## src/design/pyrochlore_metropolis_flip_macros.svh

```systemverilog
// Assertion macros for the Metropolis spin-flip block.
// Standalone header; used by the top level only.
`ifndef PYROCHLORE_METROPOLIS_FLIP_MACROS_SVH
`define PYROCHLORE_METROPOLIS_FLIP_MACROS_SVH

// same-cycle implication
`define PMF_ASSERT_IMP(lbl, clk, rst, ante, cons) \
   lbl: assert property (@(posedge clk) disable iff (rst) (ante) |-> (cons)) \
      else $error("pmf assertion failed");

// next-cycle implication
`define PMF_ASSERT_NXT(lbl, clk, rst, ante, cons) \
   lbl: assert property (@(posedge clk) disable iff (rst) (ante) |=> (cons)) \
      else $error("pmf assertion failed");

`endif

```

## src/design/pmf_ram.sv

```systemverilog
// Generic single-write, single-read RAM with registered read data.
// No dependencies.
module pmf_ram #(
   parameter int WIDTH = 8,
   parameter int DEPTH = 16
) (
   input  logic                     clock,
   input  logic                     wr_en,
   input  logic [$clog2(DEPTH)-1:0] wr_addr,
   input  logic [WIDTH-1:0]         wr_data,
   input  logic                     rd_en,
   input  logic [$clog2(DEPTH)-1:0] rd_addr,
   output logic [WIDTH-1:0]         rd_data
);

   logic [WIDTH-1:0] mem_ff [DEPTH];
   logic [WIDTH-1:0] rd_data_ff;

   always_ff @(posedge clock) begin
      if (wr_en) begin
         mem_ff[wr_addr] <= wr_data;
      end
      if (rd_en) begin
         rd_data_ff <= mem_ff[rd_addr];
      end
   end

   assign rd_data = rd_data_ff;

endmodule

```

## config.mk

```make
export PLATFORM = sky130hd
export DESIGN_NAME = pmf_ram
export DESIGN_NICKNAME = d
export VERILOG_FILES = /design/src/design/pyrochlore_metropolis_flip_macros.svh /design/src/design/pmf_ram.sv
export SDC_FILE = /design/constraint.sdc
export NUM_CORES = 1
export LEC_CHECK = 0
export CAP_MARGIN = 20
export CORE_ASPECT_RATIO = 0.8
export CORE_MARGIN = 3
export CORE_UTILIZATION = 50
export CTS_CLUSTER_SIZE = 40
export DETAILED_ROUTE_END_ITERATION = 10
export DONT_BUFFER_PORTS = 1
export MAX_ROUTING_LAYER = met4
export PLACE_DENSITY = 0.66
export SLEW_MARGIN = 20
export SYNTH_ARGS = -nofsm -noshare
export SYNTH_HDL_FRONTEND = slang
export SYNTH_SLANG_ARGS = --single-unit
export TNS_END_PERCENT = 30
```

## constraint.sdc

```tcl
create_clock -name clock -period 2.45 [get_ports clock]
set_input_delay 0.245 -clock clock [delete_from_list [all_inputs] [get_ports clock]]
set_output_delay 0.245 -clock clock [all_outputs]
set_load 0.01 [all_outputs]
```

; ---- Word-level counts from Yosys, hierarchy flattened
; Memories as Yosys holds them, arrays and structs flattened. A register that Yosys moved wholly into a read port is not among the register bits.
; Cells that the tools add are included.
[classes]
n_mux = 2
[op_table]
columns = cell, count
row1 = 1-bit two-way mux, 2
[word_totals]
reg_bits = 0
ram_bits = 128
in_bits = 19
out_inout_bits = 8
elab_cells = 3
memories = 1
[memory_table]
columns = memory, words, word_bits, read_ports, rd_ports_with_merged_regs, write_ports, line
row1 = mem_ff, 16, 8, 1, 1, 1, pmf_ram.sv:16  ; logic [WIDTH-1:0] mem_ff [DEPTH];

; ---- Longest topological paths before layout
; Gate-level depths: netlist of the first run.
[depth]
ltp_word = 2
depth_mapped = 5
depth_no_buf = 3

; ---- Worst setup path after synthesis of the first run
; No wires, ideal clock.
[synth_timing]
path_type = input-to-reg
start = in wr_addr[2]
end = mem mem_ff[0][0] (enable)
arrival_time_ns = 1.355
setup_slack_ns = 0.712
stages = 2
n_path_buf = 0
path_cell_list = or3b_2 > nor3_1
[synth_lines]
columns = item, line
row1 = start: declaration, pmf_ram.sv:9  ; input logic [$clog2(DEPTH)-1:0] wr_addr,
row2 = end: declaration, pmf_ram.sv:16
; Straight into the memory's write port.

==> results of run 1 <==
registers in the layout (all words and copies together) (netlist names):
| name | count |
|---|---|
| rd_data | 8 |
| mem_ff | 128 |
layout make-up:
class	count	share of cell area, %
timing repair buffer	24	3.336
multi-input combinational	83	17.40
clock buffer	17	7.002
clock inverter	15	2.245
sequential	136	67.22
tap	136	2.801
kinds of logic (layout without fill, tap and decap cells):
| kind of cell | count (synthesis) | after routing | synth area share (%) |
|---|---|---|---|
| compound gates | 16 | 16 | 2.298 |
| flops | 136 | 136 | 78.12 |
| simple gates | 35 | 35 | 3.136 |
| buf+inv | 10 | 56 | 1.651 |
| mux | 32 | 32 | 14.79 |
worst register-to-register path: cells and delay by family, from the launching register on:
kind,cells,cell delay (ps)
compound gates,1,290
flops,1,360
mux,1,460
simple gates,1,170
synth_stat cells, drive strengths merged:
master	number
or3b	1
clkdlybuf4s25	3
and2	1
and2b	1
nand2	9
nand3	1
nand3b	2
buf	7
a22oi	16
nand2b	2
nor2b	1
mux4	32
nor2	13
nor3	4
edfxtp	136
layer usage:
layer,wire length (um),global-route usage (%),vias up
met5,0,-,-
met4,108,7.491,0
met3,663,5.413,10
met2,4680,26.12,96
met1,4480,26.77,1280
li1,-,-,1046
timing repair:
item                                   4_1_cts  5_1_grt
hold buffers                                 9        0
buffers inserted                             0        0
endpoints found under the hold margin      136        0
through the flow:
step	cells	total power, mW	area [um2]	worst slack [ps]	hold WS [ps]
floorplan	229	2.818	5228	712.1	343.9
global placement	370	2.831	5424	794.9	344.6
detailed placement	370	2.836	5424	722.1	344.7
CTS	411	5.284	6076	897.3	181.7
global route	411	5.391	6076	856.1	202.0
finish	411	5.235	6076	888.5	212.9
power groups by stage:
stage	Sequential, mW	Combinational (mW)	Clock, mW
floorplan	2.69	0.132	0
global placement	2.69	0.143	0
detailed placement	2.69	0.145	0
CTS	2.64	0.189	2.45
global route	2.65	0.201	2.54
finish	2.64	0.188	2.41
worst max path at each step:
stage	from	cells after the start	end
global route	mem_ff[11][0]	3	rd_data[0]
floorplan	wr_addr[2]	2	mem_ff[0][0]
finish	mem_ff[10][0]	3	rd_data[0]
detailed placement	wr_addr[2]	2	mem_ff[3][2]
global placement	wr_addr[2]	2	mem_ff[3][7]
CTS	mem_ff[0][5]	3	rd_data[5]
==> impl_metrics.env, run 1 <==
export IMPL_antenna_cells=0
export IMPL_cts_made_buffers=17
export IMPL_slew_headroom_pct=51.04
export IMPL_initial_core_util_pct=52.65
export IMPL_outcome="finished clean"
export IMPL_pwr_share_comb_pct=3.6
export IMPL_clkPwrFrac_pct=46.0
export IMPL_fin_crit_sh_pct=63.73
export IMPL_vias=2432
export IMPL_antenna_found_initial=0
export IMPL_clkLatencyLatePin_ps=410
export IMPL_final_cell_mix="edfxtp_1 (136), mux4_2 (18), clkbuf_16 (17)"
export IMPL_portBuffers=0
export IMPL_hold_viol=0
export IMPL_grt_pass1_vias=2486
export IMPL_p_leak_nw=1.993
export IMPL_drtPass1Iterations=5
export IMPL_max_freq_mhz=640.4
export IMPL_area_delta_synth_final_pct=16.23
export IMPL_cts_tree="yes"
export IMPL_end_kind="flop"
export IMPL_sw_frac_of_total_pct=20.02
export IMPL_seq_area_frac_synth_pct=78.12
export IMPL_timing_rr_end="rd_data[0]"
export IMPL_ios=27
export IMPL_reg2reg_from="mem_ff[10][0]"
export IMPL_p_sw_mw=1.048
export IMPL_min_path_cells=3
export IMPL_synth_distinct_cells=18
export IMPL_fin_crit_ps=1561
export IMPL_ir_drop_mv=0.4498
export IMPL_max_cap_violations=0
export IMPL_critPathTopFamily="multiplexers"
export IMPL_crit_required_ps=2580
export IMPL_cts_root_buf="clkbuf_16"
export IMPL_min_path_type="input pin to flop"
export IMPL_track_usage_pct=18.85
export IMPL_rr_worst_depth=3
export IMPL_layout_drive_gt1_share_pct=23.27
export IMPL_seqCellArea_um2=4084
export IMPL_rsz0062_at_grt="no"
export IMPL_synth_nets=248
export IMPL_hold_start="rd_addr[1]"
export IMPL_crit_arrival_ps=1690
export IMPL_syn_avg_cell_area_um2=22.83
export IMPL_crit_type="flop to flop"
export IMPL_setup_viol=0
export IMPL_final_core_util_pct=61.19
export IMPL_fin_skew_ps=4.950
export IMPL_path_clk_slew_ps=50
export IMPL_drt_iter0_markers=239
export IMPL_hpwl_um=5925
export IMPL_seq_power_share_pct=50.5
export IMPL_cts_htree_levels=4
export IMPL_routed_via_density=5.917
export IMPL_final_max_slew_viol_count=0
export IMPL_cpPeakStageDelay_ps=460
export IMPL_drc=0
export IMPL_p_per_area_nw_per_um2=861.7
export IMPL_wl_per_cell_um=24.17
export IMPL_fp_dieW_um=120.3
export IMPL_die_area_um2=11730
export IMPL_multi_input_area_um2=1057
export IMPL_fill_cells=734
export IMPL_nNetsFinal=281
export IMPL_cts_resized=0
export IMPL_crit_chain="mux4_2 > a22oi_1 > nand2_1"
export IMPL_yosysWarnings=0
export IMPL_final_setup_tns_ps=0
export IMPL_overflow=0
export IMPL_synth_area_leaders="edfxtp_1 (78%), mux4_2 (7.8%), mux4_1 (7.0%), a22oi_1 (2.3%), nor2_1 (0.93%)"
export IMPL_grt_start_max_net_pins=33
export IMPL_syn_area_um2=5228
export IMPL_crit_fanout=1
export IMPL_grt_pass1_wl_um=15050
export IMPL_ant_nets=0
export IMPL_worst_pin_slew_ps=732.9
export IMPL_coreArea_um2=9930
export IMPL_synthCells=229
export IMPL_numClockSinks=136
export IMPL_p_int_mw=4.187
export IMPL_dieHeight_um=97.46
export IMPL_place_congestion=0.7294
export IMPL_yosysTopAreaCell="edfxtp_1"
export IMPL_ctsLongestPathBuffers=2
export IMPL_cp_num_buf_inv=0
export IMPL_timing_reg2reg_setup_slack_ps=890
export IMPL_crit_slowest_cell="mux4_2"
export IMPL_ys_seq_elements=136
export IMPL_drt_total_wl_um=9932
export IMPL_yosysTopAreaCellShare_pct=78.12
export IMPL_startpoint_type="flop"
export IMPL_final_common_cell="edfxtp_1"
export IMPL_hold_end="rd_data[1]"
export IMPL_rows=32
No activity file was read; power rests on OpenSTA's default activity.
==> run 2, diff against run 1 <==
==> constraint.sdc (replaced) <==
create_clock -name clock -period 1.5 [get_ports clock]
set_input_delay 0.15 -clock clock [delete_from_list [all_inputs] [get_ports clock]]
set_output_delay 0.15 -clock clock [all_outputs]
set_load 0.01 [all_outputs]
==> run 2 against run 1 <==
Highest routed layer unchanged. First-iteration DRC count down 30%. Largest cell class unchanged. Worst hold slack worse by 100 ps. Count of clock-buffer cells in the layout up 1. Global-route usage about the same. Combinational power up 73%. Non-clock buffer count up 3. Largest power group unchanged. Register-to-register slack worse by 860 ps.
==> impl_metrics.env, run 2 (same netlist as run 1, synthesis figures left out) <==
export IMPL_area_delta_synth_final_pct=16.59
export IMPL_timing_rr_end="rd_data[0]"
export IMPL_final_common_cell="edfxtp_1"
export IMPL_cts_tree="yes"
export IMPL_die_area_um2=11730
export IMPL_post_place_ws_ps=6.736
export IMPL_drt_total_wl_um=9696
export IMPL_fin_skew_ps=7.231
export IMPL_grt_start_max_net_pins=33
export IMPL_layout_drive_gt1_share_pct=25.27
export IMPL_vias=2359
export IMPL_final_max_slew_viol_count=0
export IMPL_ir_drop_mv=0.9634
export IMPL_track_usage_pct=18.87
export IMPL_place_congestion=0.7442
export IMPL_grt_pass1_vias=2386
export IMPL_worst_slack_ps=32.74
export IMPL_drt_iter0_markers=168
export IMPL_ctsLongestPathBuffers=2
export IMPL_wl_per_cell_um=23.42
export IMPL_rows=32
export IMPL_reg2reg_from="mem_ff[15][0]"
export IMPL_final_cell_mix="edfxtp_1 (136), mux4_2 (21), buf_4 (18)"
export IMPL_crit_chain="mux4_2 > a22oi_1 > nand2_1"
export IMPL_max_freq_mhz=681.5
export IMPL_largest_reg_flops=128
export IMPL_fill_cells=725
export IMPL_end_kind="flop"
export IMPL_antenna_found_initial=1
export IMPL_hold_start="wr_addr[1]"
export IMPL_postCtsSetupBuffers=0
export IMPL_cts_made_buffers=17
export IMPL_crit_arrival_ps=1620
export IMPL_fin_crit_sh_pct=97.82
export IMPL_startpoint_type="flop"
export IMPL_dieHeight_um=97.46
export IMPL_top_register="mem_ff"
export IMPL_hpwl_um=5976
export IMPL_worst_pin_slew_ps=651.5
export IMPL_overflow=0
export IMPL_crit_slowest_cell="mux4_2"
export IMPL_rr_worst_depth=3
export IMPL_setup_viol=0
export IMPL_path_clk_slew_ps=50
export IMPL_initial_core_util_pct=52.65
export IMPL_outcome="finished clean"
export IMPL_cpPeakStageDelay_ps=510
export IMPL_rsz0062_at_grt="yes"
export IMPL_slew_headroom_pct=56.43
export IMPL_dpl_cell_area_um2=5451
export IMPL_nNetsFinal=284
export IMPL_hold_viol=0
export IMPL_p_per_area_nw_per_um2=1384
export IMPL_coreArea_um2=9930
export IMPL_grt_pass1_wl_um=14950
export IMPL_hold_ws_ps=111.7
export IMPL_cts_htree_levels=4
export IMPL_min_path_type="input pin to flop"
export IMPL_routed_via_density=5.698
export IMPL_ant_nets=0
export IMPL_fp_dieW_um=120.3
export IMPL_crit_required_ps=1650
export IMPL_clkLatencyLatePin_ps=410
export IMPL_numClockSinks=136
export IMPL_fin_area_um2=6095
export IMPL_fin_crit_ps=1467
export IMPL_cp_startpoint="mem_ff[15][0]"
export IMPL_cts_root_buf="clkbuf_16"
export IMPL_crit_type="flop to flop"
export IMPL_ios=27
export IMPL_max_cap_violations=0
export IMPL_min_path_cells=2
export IMPL_crit_fanout=1
export IMPL_drtPass1Iterations=5
export IMPL_drc=0
export IMPL_p_leak_nw=2.001
export IMPL_hold_end="mem_ff[0][6]"
export IMPL_portBuffers=0
export IMPL_timing_reg2reg_setup_slack_ps=30
-- run 2: changes by cell type in the layout (fill, tap and decap cells not counted), sizes merged --
cell / change
diode: +1
buf: +3
clkinv: +2
clkinvlp: -4
clkbuf: +1
-- run 2: worst max-delay path by stage --
stage	end	slack [ps]
floorplan	rd_data[1]	70
global placement	rd_data[0]	7
detailed placement	rd_data[6]	7
CTS	rd_data[0]	5
global route	rd_data[0]	-9
finish	rd_data[0]	30
-- run 2: layout make-up --
| type | instances | area [um2] | area share (%) |
|---|---|---|---|
| Clock inverter | 13 | 112.6 | 1.848 |
| Timing Repair Buffer | 27 | 225.2 | 3.695 |
| Tap cell | 136 | 170.2 | 2.792 |
| Clock buffer | 18 | 429.2 | 7.042 |
| Sequential cell | 136 | 4084 | 67.01 |
| Multi-Input combinational cell | 83 | 1071 | 17.57 |
| Antenna cell | 1 | 2.502 | 0.04106 |
-- run 2: report_power, final --
| part | switching [mW] | internal, mW |
|---|---|---|
| combinational | 0.174 | 0.153 |
| clock | 1.40 | 2.39 |
| sequential | 0.0311 | 4.29 |
| total | 1.61 | 6.83 |
-- run 2: critical path, delay by kind of cell (launching register included) --
kind,cells,cell delay (ps)
AND/OR/NAND/NOR,1,110
AO/OA/AOI/OAI,1,230
flip-flops,1,360
multiplexers,1,510
-- run 2: through the flow --
stage	instances	total power [mW]	TNS, ps	utilization, %
floorplan	229	4.603	0	-
global placement	373	4.636	0	54.90
detailed placement	373	4.642	0	54.90
CTS	413	8.486	0	61.27
global route	414	8.717	-15.40	61.38
finish	414	8.435	0	61.38
-- run 2: layer usage --
| layer | routed length [um] | global-route usage [%] | up-vias |
|---|---|---|---|
| li1 | - | - | 1054 |
| met3 | 653 | 6.519 | 14 |
| met5 | 0 | - | - |
| met2 | 4292 | 24.78 | 74 |
| met1 | 4596 | 27.65 | 1217 |
| met4 | 153 | 6.794 | 0 |
-- run 2: what timing repair did --
item                                    4_1_cts  5_1_grt
endpoints found under the hold margin       136        0
gates resized for setup                       0        7
endpoints found under the setup margin        0        6
hold buffers                                  9        0
